==> src/hw/rtl/prime_filter_trial_division_top_macros.svh <==
// Assertion macros for the prime filter block.
// Each macro expects clk_i and rst_ni in the scope where it is used.
`ifndef PRIME_FILTER_TRIAL_DIVISION_TOP_MACROS_SVH
`define PRIME_FILTER_TRIAL_DIVISION_TOP_MACROS_SVH

// Property checked at every clock edge outside reset.
`define PFT_ASSERT(lbl, prop, msg) \
  lbl: assert property (@(posedge clk_i) disable iff (!rst_ni) (prop)) else $error(msg);

// Same-cycle implication, checked outside reset.
`define PFT_IMPLIES(lbl, ante, cons, msg) \
  lbl: assert property (@(posedge clk_i) disable iff (!rst_ni) (ante) |-> (cons)) else $error(msg);

`endif

==> src/hw/rtl/pft_pkg.sv <==
// Shared types and constants of the prime filter block.
// No dependencies; used by every RTL module of the block.
`timescale 1ns / 1ps

package pft_pkg;

  localparam int unsigned DataWidth   = 32;
  localparam int unsigned CountWidth  = 16;
  // magnitude of a positive input, sign bit dropped
  localparam int unsigned MagWidth    = DataWidth - 1;
  // trial divisor never exceeds sqrt(2^(DataWidth-1))
  localparam int unsigned DivWidth    = DataWidth / 2 + 1;
  localparam int unsigned SqWidth     = DataWidth + 1;
  localparam int unsigned RemWidth    = DivWidth + 1;
  localparam int unsigned BitCntWidth = $clog2(MagWidth);

  typedef struct packed {
    logic signed [DataWidth-1:0] value;
    logic                        last_in;
  } pft_in_t;

  typedef struct packed {
    logic signed [DataWidth-1:0]  value_out;
    logic                         is_prime;
    logic        [CountWidth-1:0] prime_count;
    logic                         last_out;
  } pft_out_t;

  // sequencer -> remainder unit
  typedef struct packed {
    logic                start;
    logic [MagWidth-1:0] dividend;
    logic [DivWidth-1:0] divisor;
  } pft_rem_req_t;

  // remainder unit -> sequencer
  typedef struct packed {
    logic done;
    logic is_zero;
  } pft_rem_rsp_t;

  // top -> tester
  typedef struct packed {
    logic                        start;
    logic                        ack;
    logic signed [DataWidth-1:0] value;
  } pft_tst_req_t;

  // tester -> top
  typedef struct packed {
    logic done;
    logic prime;
  } pft_tst_rsp_t;

endpackage

==> src/hw/rtl/prime_filter_trial_division_top.sv <==
// Prime filter, trial division. Usage:
// - Input channel in_valid_i / in_stall_o / in_data_i carries one integer
//   and a last-of-batch mark per transaction.
// - Output channel out_valid_o / out_stall_i / out_data_o returns the value,
//   a prime flag, the saturating prime count of the batch so far including
//   this item, and the last mark. One result per input.
// - One item in flight: in_stall_o is high from acceptance until its result
//   is moved into the output register. A finished result may wait there
//   while the next item is already under test.
// - Values below two skip the test and go straight to the result. A prime is
//   tried against k divisors (k = 0 for 2 and 3); a composite stops at the
//   j-th divisor, the first that divides it. Worst case is a 31-bit prime,
//   k ~46340. Each divisor costs a square check, a 31-step bit-serial
//   remainder and a result check on one shared unit; that loop sets the
//   throughput, the next input goes in as the result can first leave.
// - Stalls on the output only delay the hand-off into the output register.
// - Reset (rst_ni low, asynchronous) empties the pipe and clears the batch
//   count to zero; the count also clears after an item marked last.
// Depends on pft_pkg, pft_tester and the assertion macro header.
`timescale 1ns / 1ps
`include "prime_filter_trial_division_top_macros.svh"

module prime_filter_trial_division_top
  import pft_pkg::*;
(
  input  logic     clk_i,
  input  logic     rst_ni,
  input  logic     in_valid_i,
  output logic     in_stall_o,
  input  pft_in_t  in_data_i,
  output logic     out_valid_o,
  input  logic     out_stall_i,
  output pft_out_t out_data_o
);

  localparam logic [CountWidth-1:0] CountMax = '1;

  logic                        busy_q, busy_d;
  logic                        out_valid_q, out_valid_d;
  pft_out_t                    out_q, out_d;
  logic [CountWidth-1:0]       cnt_q, cnt_d;
  logic [CountWidth-1:0]       cnt_new;
  logic signed [DataWidth-1:0] value_q;
  logic                        last_q;
  logic                        in_acc;
  logic                        load;
  pft_tst_req_t                tst_req;
  pft_tst_rsp_t                tst_rsp;

  assign in_stall_o = busy_q;
  assign in_acc     = in_valid_i & ~busy_q;

  // result moves into the output register once that register is free or its result is being taken
  assign load = tst_rsp.done & (~out_valid_q | ~out_stall_i);

  assign tst_req.start = in_acc;
  assign tst_req.ack   = load;
  assign tst_req.value = in_data_i.value;

  pft_tester u_tester (
    .clk_i  (clk_i),
    .rst_ni (rst_ni),
    .req_i  (tst_req),
    .rsp_o  (tst_rsp)
  );

  // saturating batch count
  assign cnt_new = (tst_rsp.prime && (cnt_q != CountMax)) ? cnt_q + 1'b1 : cnt_q;

  always_comb begin
    busy_d      = busy_q;
    out_valid_d = out_valid_q & out_stall_i;
    out_d       = out_q;
    cnt_d       = cnt_q;
    if (in_acc) begin
      busy_d = 1'b1;
    end
    if (load) begin
      busy_d            = 1'b0;
      out_valid_d       = 1'b1;
      out_d.value_out   = value_q;
      out_d.is_prime    = tst_rsp.prime;
      out_d.prime_count = cnt_new;
      out_d.last_out    = last_q;
      cnt_d             = last_q ? '0 : cnt_new;
    end
  end

  always_ff @(posedge clk_i or negedge rst_ni) begin
    if (!rst_ni) begin
      busy_q      <= 1'b0;
      out_valid_q <= 1'b0;
      cnt_q       <= '0;
    end else begin
      busy_q      <= busy_d;
      out_valid_q <= out_valid_d;
      cnt_q       <= cnt_d;
    end
  end

  always_ff @(posedge clk_i) begin
    out_q <= out_d;
    if (in_acc) begin
      value_q <= in_data_i.value;
      last_q  <= in_data_i.last_in;
    end
  end

  assign out_valid_o = out_valid_q;
  assign out_data_o  = out_q;

  // a finished test only appears for an accepted item
  `PFT_IMPLIES(a_done_needs_busy, tst_rsp.done, busy_q, "test done with no item in flight")
  // end of batch clears the count
  `PFT_ASSERT(a_last_clears, load && last_q |=> cnt_q == '0, "count not cleared after last")
  // non-prime never moves the count
  `PFT_IMPLIES(a_nonprime_hold, load && !tst_rsp.prime, cnt_new == cnt_q, "count moved on non-prime")
  // hand-off frees the input side
  `PFT_ASSERT(a_load_frees, load |=> !busy_q, "input still stalled after hand-off")

endmodule

==> src/hw/rtl/pft_rem.sv <==
// Bit-serial restoring remainder unit: one dividend bit per cycle.
// Depends on pft_pkg.
`timescale 1ns / 1ps

module pft_rem
  import pft_pkg::*;
(
  input  logic         clk_i,
  input  logic         rst_ni,
  input  pft_rem_req_t req_i,
  output pft_rem_rsp_t rsp_o
);

  logic                   busy_q, busy_d;
  logic                   done_q, done_d;
  logic [BitCntWidth-1:0] cnt_q, cnt_d;
  logic [MagWidth-1:0]    dvd_q, dvd_d;
  logic [DivWidth-1:0]    dvs_q, dvs_d;
  logic [RemWidth-1:0]    rem_q, rem_d;
  logic [RemWidth-1:0]    rem_shift;
  logic [RemWidth-1:0]    dvs_ext;

  assign rem_shift = {rem_q[RemWidth-2:0], dvd_q[MagWidth-1]};
  assign dvs_ext   = {1'b0, dvs_q};

  always_comb begin
    busy_d = busy_q;
    done_d = 1'b0;
    cnt_d  = cnt_q;
    dvd_d  = dvd_q;
    dvs_d  = dvs_q;
    rem_d  = rem_q;
    if (req_i.start) begin
      busy_d = 1'b1;
      cnt_d  = BitCntWidth'(MagWidth - 1);
      dvd_d  = req_i.dividend;
      dvs_d  = req_i.divisor;
      rem_d  = '0;
    end else if (busy_q) begin
      dvd_d = {dvd_q[MagWidth-2:0], 1'b0};
      rem_d = (rem_shift >= dvs_ext) ? (rem_shift - dvs_ext) : rem_shift;
      cnt_d = cnt_q - 1'b1;
      if (cnt_q == '0) begin
        busy_d = 1'b0;
        done_d = 1'b1;
      end
    end
  end

  always_ff @(posedge clk_i or negedge rst_ni) begin
    if (!rst_ni) begin
      busy_q <= 1'b0;
      done_q <= 1'b0;
      cnt_q  <= '0;
    end else begin
      busy_q <= busy_d;
      done_q <= done_d;
      cnt_q  <= cnt_d;
    end
  end

  always_ff @(posedge clk_i) begin
    dvd_q <= dvd_d;
    dvs_q <= dvs_d;
    rem_q <= rem_d;
  end

  assign rsp_o.done    = done_q;
  assign rsp_o.is_zero = (rem_q == '0);

endmodule

==> src/hw/rtl/pft_tester.sv <==
// Trial-division sequencer: steps the divisor and its square, drives the
// remainder unit. Depends on pft_pkg and pft_rem.
`timescale 1ns / 1ps

module pft_tester
  import pft_pkg::*;
(
  input  logic         clk_i,
  input  logic         rst_ni,
  input  pft_tst_req_t req_i,
  output pft_tst_rsp_t rsp_o
);

  typedef enum logic [3:0] {
    StIdle  = 4'b0001,
    StCheck = 4'b0010,
    StDiv   = 4'b0100,
    StDone  = 4'b1000
  } tst_state_e;

  tst_state_e          state_q, state_d;
  logic [MagWidth-1:0] mag_q, mag_d;
  logic [DivWidth-1:0] div_q, div_d;
  logic [SqWidth-1:0]  sq_q, sq_d;
  logic                prime_q, prime_d;
  logic                below_two;
  logic                past_root;
  pft_rem_req_t        rem_req;
  pft_rem_rsp_t        rem_rsp;

  // negative, zero or one
  assign below_two = req_i.value[DataWidth-1] | (req_i.value[DataWidth-1:1] == '0);
  assign past_root = sq_q > SqWidth'(mag_q);

  always_comb begin
    state_d          = state_q;
    mag_d            = mag_q;
    div_d            = div_q;
    sq_d             = sq_q;
    prime_d          = prime_q;
    rem_req.start    = 1'b0;
    rem_req.dividend = mag_q;
    rem_req.divisor  = div_q;
    case (state_q)
      StIdle: begin
        if (req_i.start) begin
          mag_d = req_i.value[MagWidth-1:0];
          div_d = DivWidth'(2);
          sq_d  = SqWidth'(4);
          if (below_two) begin
            prime_d = 1'b0;
            state_d = StDone;
          end else begin
            state_d = StCheck;
          end
        end
      end
      StCheck: begin
        if (past_root) begin
          prime_d = 1'b1;
          state_d = StDone;
        end else begin
          rem_req.start = 1'b1;
          state_d       = StDiv;
        end
      end
      StDiv: begin
        if (rem_rsp.done) begin
          if (rem_rsp.is_zero) begin
            prime_d = 1'b0;
            state_d = StDone;
          end else begin
            // (d+1)^2 = d^2 + 2d + 1
            sq_d    = sq_q + SqWidth'({div_q, 1'b1});
            div_d   = div_q + 1'b1;
            state_d = StCheck;
          end
        end
      end
      StDone: begin
        if (req_i.ack) begin
          state_d = StIdle;
        end
      end
      default: begin
        state_d = StIdle;
      end
    endcase
  end

  pft_rem u_rem (
    .clk_i  (clk_i),
    .rst_ni (rst_ni),
    .req_i  (rem_req),
    .rsp_o  (rem_rsp)
  );

  always_ff @(posedge clk_i or negedge rst_ni) begin
    if (!rst_ni) begin
      state_q <= StIdle;
    end else begin
      state_q <= state_d;
    end
  end

  always_ff @(posedge clk_i) begin
    mag_q   <= mag_d;
    div_q   <= div_d;
    sq_q    <= sq_d;
    prime_q <= prime_d;
  end

  assign rsp_o.done  = (state_q == StDone);
  assign rsp_o.prime = prime_q;

endmodule

==> config.mk <==
export PLATFORM = sky130hd
export DESIGN_NAME = prime_filter_trial_division_top
export DESIGN_NICKNAME = d
export VERILOG_FILES = /design/src/hw/rtl/pft_pkg.sv /design/src/hw/rtl/prime_filter_trial_division_top.sv /design/src/hw/rtl/pft_rem.sv /design/src/hw/rtl/pft_tester.sv
export VERILOG_INCLUDE_DIRS = /design/src /design/src/hw/rtl
export SDC_FILE = /design/constraint.sdc
export NUM_CORES = 1
export LEC_CHECK = 0
export ABC_CLOCK_PERIOD_IN_PS = 7300
export BUFFER_PORTS_ARGS = -buffer_cell sky130_fd_sc_hd__buf_2
export CORE_UTILIZATION = 61
export DETAILED_ROUTE_END_ITERATION = 7
export PLACE_DENSITY = 0.8
export RECOVER_POWER = 100
export SYNTH_ARGS = -nofsm -noshare
export SYNTH_HDL_FRONTEND = slang
export SYNTH_SLANG_ARGS = --single-unit
export TNS_END_PERCENT = 10
==> constraint.sdc <==
create_clock -name clk_i -period 7.3 [get_ports clk_i]
set_input_delay 0.365 -clock clk_i [delete_from_list [all_inputs] [get_ports clk_i]]
set_output_delay 0.365 -clock clk_i [all_outputs]
set_load 0.05 [all_outputs]
# After elaboration in Yosys (flattened, before gate mapping)

Cells that the tools add are included.

Add/subtract/negate cells: 5
$mul: 0
Divide/modulo/power cells: 0
$lt $le $gt $ge: 2
Equal/unequal tests: 12
Shifts and indexed selects: 0
Muxes and demuxes: 39
Bitwise gates (word level): 8
Reductions and logical operators: 12

Operator list:

| kind                    | number |
|---|---|
| $mux W33                | 3 |
| $pmux W33 S2            | 1 |
| $mux W31                | 2 |
| $mux W17                | 3 |
| $pmux W17 S2            | 1 |
| $add A33 B18 Y33        | 1 |
| $gt A33 B31 Y1          | 1 |
| $mux W16                | 2 |
| $logic_not A31 Y1       | 1 |
| $mux W4                 | 6 |
| $ge A18 B17 Y1          | 1 |
| $logic_not A18 Y1       | 1 |
| $mux W18                | 1 |
| $sub A18 B17 Y18        | 1 |
| $add A17 B1 Y17 const B | 1 |
| $add A16 B1 Y16 const B | 1 |
| $mux W1                 | 16 |
| $ne A16 B16 Y1 const B  | 1 |
| $pmux W4 S4             | 1 |
| $mux W5                 | 2 |
| $ne A2 B2 Y1 const B    | 4 |
| $ne A2 B1 Y1 const B    | 3 |
| $reduce_and A6 Y1       | 1 |
| $reduce_bool A2 Y1      | 3 |
| 15 further kinds        | 20 |

Register bits: 260
Bits in latches: 0
RAM bits: 0
Memory bits (read-only): 0
Input bits: 37
Output and inout port bits: 52
Memories: 0

# Depth between registers and ports, before layout

Gate-level depths: netlist of run 1.

Depth in word-level cells: 5
Depth in mapped cells: 12
Gate-level depth less buffers: 10

# Modules after synthesis

From an unflattened synthesis of run 1, not the netlist that was laid out.

Cell total of the unflattened synthesis: 1088
Area, all modules: 13081.3 µm²

Modules (own cells, without submodules):

| module                          | instances | cells each | area each (µm²) | sequential area each (µm²) |
|---|---|---|---|---|
| pft_tester                      | 1         | 499        | 5238.8          | 2563.7 |
| pft_rem                         | 1         | 343        | 3921.3          | 1976.9 |
| prime_filter_trial_division_top | 1         | 246        | 3921.3          | 2942.8 |

# Least setup slack after synthesis of run 1

No wires, ideal clock.

Path kind: reg2reg
Start: register busy_q (netlist: in_stall_o)
End: register u_tester.div_q[0] (enable)
Arrival time: 6189 ps
Setup slack: 578 ps
Cell stages (with the launch flop): 4
Buffers on the path: 0
Clock period less this slack: 6722 ps
Cell sequence: dfrtp_1 -> nor2b_1 -> nor2_1 -> a211oi_1

Cells in the longest elaborated chain, start to end: 4

RTL lines:

| what                               | line                                  | source |
|---|---|---|
| start, declared                    | prime_filter_trial_division_top.sv:38 | `logic busy_q, busy_d;` |
| start signal, assigned             | prime_filter_trial_division_top.sv:95 | `busy_q <= busy_d;` |
| $not A1 Y1                         | prime_filter_trial_division_top.sv:51 | `assign in_acc = in_valid_i & ~busy_q;` |
| $and A1 B1 Y1                      | prime_filter_trial_division_top.sv:51 |  |
| via in_acc                         | prime_filter_trial_division_top.sv:45 | `logic in_acc;` |
| $ne A2 B2 Y1 (no source line)      | --                                    |  |
| $reduce_and A4 Y1 (no source line) | --                                    |  |
| end signal, assigned               | pft_tester.sv:108                     | `div_q <= div_d;` |
| end, declared                      | pft_tester.sv:23                      | `logic [DivWidth-1:0] div_q, div_d;` |

The timed path passes the listed nets, and every way through them passes these cells.
A chain may end at the register's enable or synchronous reset.

# Worst setup path in the final report of run 1

Start: register u_tester.sq_q[2]
End: register u_tester.u_rem.dvd_q[26] (enable)

Cells in the longest elaborated chain, start to end: 4

RTL lines:

| what                                | line              | source |
|---|---|---|
| start, declared                     | pft_tester.sv:24  | `logic [SqWidth-1:0] sq_q, sq_d;` |
| start signal, assigned              | pft_tester.sv:109 | `sq_q <= sq_d;` |
| $gt A33 B31 Y1                      | pft_tester.sv:33  | `assign past_root = sq_q > SqWidth'(mag_q);` |
| $mux W1                             | pft_tester.sv:59  | `if (past_root) begin` |
| $mux W1                             | pft_tester.sv:44  | `case (state_q)` |
| $reduce_bool A2 Y1 (no source line) | --                |  |
| end signal, assigned                | pft_rem.sv:63     | `dvd_q <= dvd_d;` |
| end, declared                       | pft_rem.sv:17     | `logic [MagWidth-1:0] dvd_q, dvd_d;` |

Every way passes these cells.

==> results of run 1 <==
repair_timing:
item / CTS / global route
endpoints found under the hold margin: 29 / 0
endpoints found under the setup margin: 0 / 0
hold buffers: 2 / 0
layout make-up:
type	instances	area, um^2	area share (%)
clock buffer	27	676	4.75
clock inverter	23	263	1.85
inverter	73	274	1.92
multi-input combinational	684	4820	33.8
sequential	260	7480	52.6
tap	270	338	2.37
timing repair buffer	96	388	2.72
per-stage QoR:
| stage | area, um^2 | hold WS, ns | instances |
|---|---|---|---|
| after floorplan | 12700 | 0.0694 | 1048 |
| after global placement | 13500 | 0.400 | 1381 |
| after detailed placement | 13500 | 0.405 | 1381 |
| after CTS | 14400 | 0.0135 | 1433 |
| after global routing | 14200 | 0.0591 | 1433 |
| final | 14200 | 0.0644 | 1433 |
logic make-up after synthesis:
kind of cell    after synthesis  synth area share (%)
mux                          44                  3.75
simple gates                298                  12.0
flops                       260                  58.7
xor+xnor                     58                  3.99
compound gates              213                  11.3
fa+ha+maj                    71                  7.09
buf+inv                     104                  3.22
routing by layer:
metal | GRT usage [%] | vias to the layer above
met4 | 11.4 | 2
met2 | 43.3 | 281
li1 | - | 4116
met1 | 31.5 | 4146
met3 | 3.91 | 85
met5 | 0 | -
layout by cell type, fill, tap and decap left out, types with 14 or more instances in the layout:
cell type / count
ha_1: 69
nor2_1: 93
nor3_1: 21
o21ai_0: 58
a211oi_1: 22
edfxtp_1: 213
mux2i_1: 14
dfxtp_1: 18
and4_1: 14
dfrtp_1: 28
nand2_1: 56
nand3_1: 26
clkbuf_16: 27
mux2_2: 28
nand2b_1: 16
xnor2_1: 30
inv_1: 72
a21o_1: 16
o31ai_1: 14
xor2_1: 28
a21oi_1: 39
clkbuf_1: 88
nand4_1: 14
nor4_1: 15
power breakdown:
group	switching [mW]	internal [mW]	total (mW)
sequential	0.283	2.03	2.31
combinational	1.19	0.728	1.92
clock	0.579	0.859	1.44
flip-flops by register name, summed over array words and instances (netlist names):
register               count
in_stall_o                 1
last_q                     1
u_tester.sq_q             33
u_tester.div_q            17
u_tester.mag_q            31
u_tester.u_rem.dvd_q      31
value_q                   32
u_tester.u_rem.rem_q      18
cnt_q                     16
u_tester.state_q           4
out_valid_o                1
u_tester.u_rem.done_q      1
u_tester.u_rem.busy_q      1
out_data_o                50
u_tester.u_rem.cnt_q       5
u_tester.u_rem.dvs_q      17
u_tester.prime_q           1
critical path, delay by kind of cell (launching register included):
| kind | cells | cell delay, ns |
|---|---|---|
| and+or+nand+nor | 1 | 0.19 |
| AOI/OAI and AO/OA | 6 | 1.35 |
| DFF | 1 | 0.44 |
| adders and majority gates | 1 | 0.35 |
| buffers and inverters | 2 | 1.92 |
worst max path at each step:
stage                                           to  slack [ns]         startpoint  cells after the start
after global placement    u_tester.u_rem.dvd_q[24]        3.75  u_tester.sq_q[22]                     10
after floorplan                  u_tester.div_q[0]        0.58         in_stall_o                      3
final                     u_tester.u_rem.dvd_q[26]        2.59   u_tester.sq_q[2]                     10
after detailed placement  u_tester.u_rem.dvd_q[21]        3.52   u_tester.sq_q[2]                     10
after global routing       u_tester.u_rem.dvd_q[6]        2.28   u_tester.sq_q[2]                     10
after CTS                 u_tester.u_rem.dvd_q[26]        3.49   u_tester.sq_q[2]                     10
==> impl_metrics.py, run 1 <==
metrics = {
    "synthesis": {
        "syn_area_per_cell_um2": 12.2,
        "yosys_warnings": 0,
        "synth.yosys.seq_area_share_pct": 58.7,
        "yosys-top-cells-area": "edfxtp_1 50%, ha_1 6.8%, dfrtp_1 5.5%",
        "synth_top_area_cell": "edfxtp_1",
        "ys_types": 77,
        "syn_nets": 1156,
        "ys.flop_type": "edfxtp_1",
        "synth_top_area_share_pct": 50.2,
        "synth_area_um2": 12700,
        "ys_async_sr_fraction_pct": 11.2,
        "syn_inst": 1048,
        "synth_edf_count": 213,
        "synthTopCellsByCount": "213 x edfxtp_1, 93 x nor2_1, 72 x inv_1, 69 x ha_1",
        "ys_ff_latch": 260,
        "yosysMostFrequentCell": "edfxtp_1",
    },
    "global_routing": {
        "antenna_found_initial": 1,
        "grtUsageTotal_pct": 25.2,
        "overflow": 0,
        "grt_pass1_wl_mm": 43.0,
        "grt_max_degree": 78,
        "grt_pass1_vias": 8659,
    },
    "detailed_routing": {
        "drc": 0,
        "met1_length_mm": 10.8,
        "top_layer_used": "met5",
        "via_per_inst": 6.02,
        "wl_met3_mm": 1.40,
        "wirelength_mm": 26.5,
        "drt_iter0_drc": 465,
        "num_vias": 8630,
        "drtAntennaViolNets": 0,
        "dr_wl_met2_mm": 13.2,
        "drtPass1Iterations": 5,
        "wire_per_inst_um": 18.5,
    },
    "power": {
        "p_leak_nw": 5.33,
        "p_total_mw": 5.67,
        "power.density_nw_per_um2": 398,
        "ir_drop_uv": 233,
    },
    "clock_tree": {
        "cts_setup_buffers": 0,
        "clkSlewWorstSetupHoldPaths_ns": 0.06,
        "cts_made_buffers": 27,
        "clkSinkCount": 260,
        "ctsResizeCount": 0,
        "htreeDepth": 1,
        "cts_tree": "done",
        "cts.path.max_buffers": 3,
        "clkLatencyLatePin_ns": 0.54,
        "root_buffer": "clkbuf_16",
    },
    "status": {
        "status": "complete, but fails checks",
        "violations": "max-capacitance violations, max-slew violations",
    },
    "worst_setup_path": {
        "cp_slowest_cell": "clkbuf_1",
        "timing.critical_path.fanout_max": 77,
        "cpPeakStageDelay_ns": 1.22,
        "crit_path_end_kind": "register",
        "r2r_cells": 10,
        "regToRegStartpoint": "u_tester.sq_q[2]",
        "r2r_end": "u_tester.u_rem.dvd_q[26]",
        "r2r_slack_ns": 2.59,
        "required_ns": 7.43,
        "crit_arrival_ns": 4.84,
        "critPathLaunchType": "register",
        "cpMostUsedCell": "a21o_1",
        "path_class": "reg2reg",
        "path_cells": "ha_1 -> a21o_1 -> a21o_1 -> a211o_1 -> a221oi_1 -> o2111ai_1 -> o21ai_4 -> buf_4 -> nand2b_1 -> clkbuf_1",
    },
    "place": {
        "place.gp.congestion": 0.830,
        "io_buffers": 88,
        "dp_hpwl_mm": 17.6,
        "dp_slack_ns": 3.52,
    },
    "floorplan": {
        "die_x_um": 147,
        "coreArea_um2": 20400,
        "fp.dieH_um": 147,
        "start_util_pct": 62.6,
        "die-area_um2": 21500,
        "ios": 89,
        "num_rows": 52,
    },
    "timing": {
        "timing.final.ws_setup_ns": 2.59,
        "worst_pin_slew_ns": 3.07,
        "max_slew_margin_pct": -105,
        "min_period_ns": 4.71,
        "finalHoldViolations": 0,
        "setup_viol": 0,
        "clock.fmax_mhz": 213,
        "setup-tns-final_ns": 0,
        "finalCritPeriodShare_pct": 64.5,
        "slew_viol_final": 241,
        "rsz0062_at_grt": "no",
        "finClkSkew_ns": 0.0205,
    },
    "final_layout": {
        "final_nets": 1250,
        "nFillCells": 1428,
        "n_antenna_cell": 0,
        "drive_above_1_share_pct": 7.82,
        "fin_util_pct": 69.9,
        "area_growth_pct": 11.7,
    },
    "min_path": {
        "min-delay-start": "in_data_i[24]",
        "hold_depth": 1,
        "holdPathEnd": "u_tester.mag_q[23]",
        "hold_path_class": "in2reg",
    },
    "flow_run": {
        "drv_cap": 7,
    },
}
Power figures use the tool's default switching activity.
==> run 2: changes to the inputs <==
ABC_AREA = 1   (was default)
ABC_CLOCK_PERIOD_IN_PS = 4500   (was 7300)
clock period = 4.5 ns   (was 7.3 ns; I/O delays follow)
==> run 2 against run 1 <==
The flow still finishes with violations (max-capacitance violations, max-slew violations). Die area up 9.4%. Worst hold slack better by 0.34 ns. Sequential share of layout area down 4.5 points. Largest cell class unchanged. Cell area up 9.3%. Combinational power up 43%. Synthesized cell count up 50%. Core utilization up 0.32 points. Sequential power up 60%. Clock skew up 0.0051 ns. Power up 49%.
==> impl_metrics.py, run 2 <==
metrics = {
    "clock_tree": {
        "cts_tree": "done",
        "cts.path.max_buffers": 3,
        "root_buffer": "clkbuf_16",
        "cts_setup_buffers": 0,
        "ctsResizeCount": 0,
        "clkLatencyLatePin_ns": 0.55,
        "clkSinkCount": 260,
        "htreeDepth": 1,
        "cts_made_buffers": 26,
        "clkSlewWorstSetupHoldPaths_ns": 0.08,
    },
    "place": {
        "dpl_cell_area_um2": 14600,
        "place.gp.congestion": 0.936,
        "dp_hpwl_mm": 22.2,
        "dp_slack_ns": 1.67,
        "io_buffers": 88,
    },
    "synthesis": {
        "ys_types": 47,
        "ys_ff_latch": 260,
        "synthTopCellsByCount": "487 x nand2_1, 234 x inv_1, 213 x edfxtp_1, 134 x nor2_1, 92 x nand3_1",
        "synth_area_um2": 14000,
        "yosys_warnings": 0,
        "synth_top_area_share_pct": 45.8,
        "syn_area_per_cell_um2": 8.85,
        "synth_top_area_cell": "edfxtp_1",
        "syn_inst": 1577,
        "ys.flop_type": "edfxtp_1",
        "synth_edf_count": 213,
        "syn_nets": 1685,
        "yosys-top-cells-area": "edfxtp_1 46%, nand2_1 13%, inv_1 6.3%",
        "synth.yosys.seq_area_share_pct": 53.6,
        "ys_async_sr_fraction_pct": 11.2,
        "yosysMostFrequentCell": "nand2_1",
    },
    "global_routing": {
        "grtUsageTotal_pct": 28.6,
        "grt_pass1_vias": 10900,
        "overflow": 0,
        "antenna_found_initial": 0,
        "grt_max_degree": 58,
        "grt_pass1_wl_mm": 53.7,
    },
    "final_layout": {
        "nFillCells": 1674,
        "layout_commonest_cell": "nand2_1",
        "n_antenna_cell": 0,
        "largest_reg_flops": 50,
        "area_growth_pct": 11.5,
        "drive_above_1_share_pct": 3.99,
        "final_cell_mix": "489 x nand2_1, 235 x inv_1, 213 x edfxtp_1",
        "final_area_um2": 15600,
        "final_nets": 1820,
    },
    "detailed_routing": {
        "via_per_inst": 5.55,
        "drt_iter0_drc": 808,
        "num_vias": 11200,
        "wirelength_mm": 33.1,
        "drtPass1Iterations": 5,
        "wire_per_inst_um": 16.5,
        "drc": 0,
        "drtAntennaViolNets": 0,
    },
    "timing": {
        "holdWs_ns": 0.402,
        "finalCritPeriodShare_pct": 76.2,
        "timing.final.ws_setup_ns": 1.07,
        "worst_pin_slew_ns": 1.71,
        "setup_viol": 0,
        "finalHoldViolations": 0,
        "finClkSkew_ns": 0.0255,
        "setup-tns-final_ns": 0,
        "clock.fmax_mhz": 292,
        "slew_viol_final": 120,
        "min_period_ns": 3.43,
        "rsz0062_at_grt": "no",
        "max_slew_margin_pct": -13.9,
    },
    "power": {
        "p_leak_nw": 7.00,
        "power.density_nw_per_um2": 543,
        "ir_drop_uv": 400,
        "p_total_mw": 8.46,
    },
    "worst_setup_path": {
        "crit_arrival_ns": 3.63,
        "critPathLaunchType": "register",
        "timing.critical_path.fanout_max": 31,
        "required_ns": 4.70,
        "crit_path_end_kind": "register",
        "path_class": "reg2reg",
        "r2r_slack_ns": 1.07,
    },
    "status": {
        "violations": "max-capacitance violations, max-slew violations",
        "status": "complete, but fails checks",
    },
    "floorplan": {
        "start_util_pct": 63.0,
        "fp.dieH_um": 153,
        "die-area_um2": 23500,
        "die_x_um": 153,
        "num_rows": 54,
        "coreArea_um2": 22200,
        "ios": 89,
    },
    "min_path": {
        "hold_path_class": "reg2reg",
    },
    "flow_run": {
        "drv_cap": 3,
    },
}
-- run 2: cell count changes in the layout (fill, tap and decap cells not counted), sizes merged, moves of 16 or more --
cell / previous run / this run
mux2: 30 / 0
nor2: 95 / 142
a21oi: 39 / 92
xnor2: 30 / 7
nand3: 26 / 95
dlygate4sd3: 2 / 36
a211oi: 23 / 0
inv: 76 / 240
nand2: 56 / 495
nand2b: 16 / 0
-- run 2: routing by layer --
| metal | GRT usage (%) | vias to the layer above | routed length [um] |
|---|---|---|---|
| li1 | - | 5431 | - |
| met1 | 34.0 | 5152 | 13000 |
| met2 | 51.1 | 461 | 16500 |
| met3 | 3.69 | 120 | 2060 |
| met4 | 14.0 | 0 | 1560 |
| met5 | 0 | - | 0 |
-- run 2: logic make-up (layout without fill, tap and decap cells) --
group           count (synthesis)  after routing  synth area share (%)
buf+inv                       264            418                  7.79
flops                         260            260                  53.6
xor+xnor                       22             22                  1.38
compound gates                160            160                  6.25
fa+ha+maj                      71             71                  6.47
simple gates                  800            800                  24.5
-- run 2: worst max-delay path, cell delays in order, from the launching register on --
cell and delay, ns:
edfxtp_1 0.49, ha_1 0.36, nand2_1 0.06, nor2_1 0.22, nand3_2 0.08, nor2_1 0.22
nand4_2 0.15, a21oi_2 1.05, buf_4 0.45
-- run 2: path summary, 6_finish.rpt --
| kind | from | endpoint | depth (start not counted) |
|---|---|---|---|
| setup / recovery | u_tester.sq_q[30] | u_tester.u_rem.dvs_q[13] | 8 |
| hold / removal | value_q[12] | out_data_o[30] | 0 |
| setup reg to reg | u_tester.sq_q[30] | u_tester.u_rem.dvs_q[13] | 8 |
| hold reg to reg | value_q[12] | out_data_o[30] | 0 |
| max in group asynchronous | rst_ni | u_tester.u_rem.cnt_q[0] | 2 |
| min in group asynchronous | rst_ni | out_valid_o | 2 |
-- run 2: power breakdown --
part	switching, mW	internal, mW
clock network	0.928	1.08
logic	1.95	0.793
registers	0.451	3.25
total	3.33	5.12
-- run 2: what timing repair did --
| action | 4_1_cts | 5_1_grt |
|---|---|---|
| hold buffers | 36 | 0 |
| endpoints found under the hold margin | 94 | 0 |
| endpoints found under the setup margin | 0 | 0 |
-- run 2: cell type report --
class | instances | area [um^2] | share of cell area (%)
inverter | 239 | 897 | 5.76
clock buffer | 33 | 677 | 4.35
timing repair buffer | 132 | 737 | 4.74
tap | 280 | 350 | 2.25
multi-input combinational | 1053 | 5320 | 34.2
clock inverter | 14 | 97.6 | 0.627
sequential | 260 | 7480 | 48.1
-- run 2: stage by stage --
step	utilization (%)	std cells
after floorplan	-	1577
after global placement	66.0	1928
after detailed placement	66.0	1928
after CTS	71.1	2011
after global routing	70.2	2011
final	70.2	2011
==> run 3: changes to the inputs <==
ABC_AREA = 0   (was 1)
ABC_CLOCK_PERIOD_IN_PS = 3000   (was 4500)
CORE_UTILIZATION = 55   (was 61)
PLACE_DENSITY = 0.77   (was 0.8)
clock period = 3 ns   (was 4.5 ns; I/O delays follow)
==> run 3 against run 2 <==
The run still ends with max-capacitance violations, max-slew violations left. Die area grew 1.2%. Core utilization shrank 5.5 points. Global-route usage shrank 5.9 points. Maximum frequency grew 17%. Highest routed layer unchanged. Worst hold slack lost 0.071 ns. Sequential cell count is the same. Register-to-register slack lost 1.0 ns.
==> impl_metrics.py, run 3 (same netlist as run 1, synthesis figures left out) <==
metrics = {
    "min_path": {
        "hold_path_class": "in2reg",
    },
    "detailed_routing": {
        "num_vias": 8747,
        "via_per_inst": 5.84,
        "wire_per_inst_um": 17.8,
        "drt_iter0_drc": 573,
        "drtPass1Iterations": 5,
        "wirelength_mm": 26.7,
        "drc": 0,
        "drtAntennaViolNets": 0,
    },
    "final_layout": {
        "nFillCells": 1706,
        "drive_above_1_share_pct": 8.51,
        "fin_util_pct": 64.7,
        "area_growth_pct": 15.3,
        "final_nets": 1299,
        "final_cell_mix": "213 x edfxtp_1, 98 x clkbuf_1, 94 x nor2_1",
        "largest_reg_flops": 50,
        "layout_commonest_cell": "edfxtp_1",
    },
    "status": {
        "status": "complete, but fails checks",
        "violations": "max-capacitance violations, max-slew violations",
    },
    "global_routing": {
        "grt_pass1_wl_mm": 42.8,
        "grt_max_degree": 51,
        "grtUsageTotal_pct": 22.6,
        "overflow": 0,
        "grt_pass1_vias": 8536,
        "antenna_found_initial": 0,
    },
    "timing": {
        "finalCritPeriodShare_pct": 97.7,
        "finClkSkew_ns": 0.0120,
        "max_slew_margin_pct": -30.0,
        "slew_viol_final": 64,
        "clock.fmax_mhz": 341,
        "setup_viol": 0,
        "finalHoldViolations": 0,
        "min_period_ns": 2.93,
        "worst_pin_slew_ns": 1.95,
        "timing.final.ws_setup_ns": 0.0681,
        "rsz0062_at_grt": "yes",
    },
    "floorplan": {
        "ios": 89,
        "die-area_um2": 23800,
        "coreArea_um2": 22700,
        "num_rows": 55,
        "die_x_um": 154,
        "start_util_pct": 56.1,
        "fp.dieH_um": 154,
    },
    "worst_setup_path": {
        "cp_slowest_cell": "edfxtp_1",
        "cp_num_buf_inv": 1,
        "crit_arrival_ns": 3.21,
        "critPathLaunchType": "register",
        "path_delay_family": "compound AO/OA/AOI/OAI gates",
        "required_ns": 3.27,
        "cpPeakStageDelay_ns": 0.47,
        "path_class": "reg2reg",
        "timing.critical_path.fanout_max": 24,
        "path_cells": "ha_1 -> a21oi_1 -> o21ai_0 -> a221o_1 -> a2bb2oi_1 -> o2111ai_1 -> o21ai_4 -> buf_12 -> mux2_2",
        "crit_path_end_kind": "register",
    },
    "clock_tree": {
        "cts_made_buffers": 26,
        "cts_setup_buffers": 0,
        "clkSinkCount": 260,
        "htreeDepth": 1,
        "cts.path.max_buffers": 3,
        "clkSlewWorstSetupHoldPaths_ns": 0.07,
        "clkLatencyLatePin_ns": 0.53,
        "cts_tree": "done",
        "root_buffer": "clkbuf_16",
    },
    "flow_run": {
        "drv_cap": 2,
    },
    "place": {
        "dp_hpwl_mm": 17.6,
        "dp_slack_ns": 0.0605,
        "place.gp.congestion": 0.856,
        "io_buffers": 88,
    },
    "power": {
        "p_leak_nw": 5.54,
        "ir_drop_uv": 643,
        "power.density_nw_per_um2": 933,
    },
}
## run 3: per-layer routing
layer | up-vias | GRT usage, % | routed length [um]
li1 | 4218 | - | -
met1 | 4214 | 29.5 | 11500
met2 | 254 | 39.0 | 13100
met3 | 61 | 3.11 | 1210
met4 | 0 | 7.95 | 873
met5 | - | 0 | 0
## run 3: path summary, 6_finish.rpt
check,startpoint,to,slack [ns],cells past startpoint
max,u_tester.sq_q[20],u_tester.u_rem.dvd_q[28],0.07,9
min reg2reg,value_q[13],out_data_o[31],0.41,0
max in group asynchronous,rst_ni,cnt_q[7],1.51,2
max reg2reg,u_tester.sq_q[20],u_tester.u_rem.dvd_q[28],0.07,9
min,in_data_i[0],last_q,0.33,2
min in group asynchronous,rst_ni,u_tester.u_rem.cnt_q[1],0.57,2
## run 3: worst reg2reg max path, stage by stage, from the launching register on
cell       delay [ns]
edfxtp_1         0.47
ha_1             0.37
a21oi_1          0.14
o21ai_0          0.12
a221o_1          0.40
a2bb2oi_1        0.18
o2111ai_1        0.19
o21ai_4          0.22
buf_12           0.24
mux2_2           0.37
## run 3: layout make-up
type	count	area, um^2	area share, %
antenna	1	2.50	0.0170
clock buffer	34	712	4.85
clock inverter	14	143	0.971
inverter	73	274	1.87
multi-input combinational	684	4850	33.0
sequential	260	7480	50.9
tap	285	357	2.43
timing repair buffer	146	866	5.89
## run 3: through the flow
stage	setup TNS, ns	hold WS [ns]	power (mW)	area (um^2)	instances
after CTS	0	0.204	13.8	14900	1496
after global routing	-0.458	0.335	14.5	14700	1496
after global placement	0	0.225	10.3	13700	1412
final	0	0.331	13.7	14700	1497
after detailed placement	0	0.218	10.5	13700	1412
after floorplan	-10.91	-0.146	9.21	12800	1048
## run 3: repair_timing
item / 4_1_cts / 5_1_grt
endpoints found under the setup margin: 0 / 35
hold buffers: 36 / 0
endpoints found under the hold margin: 96 / 0
resized for setup: 0 / 5
## run 3: report_power, final
group | switching, mW | internal, mW
clock | 1.34 | 1.93
combinational | 2.94 | 1.90
sequential | 0.682 | 4.92
total | 4.96 | 8.75
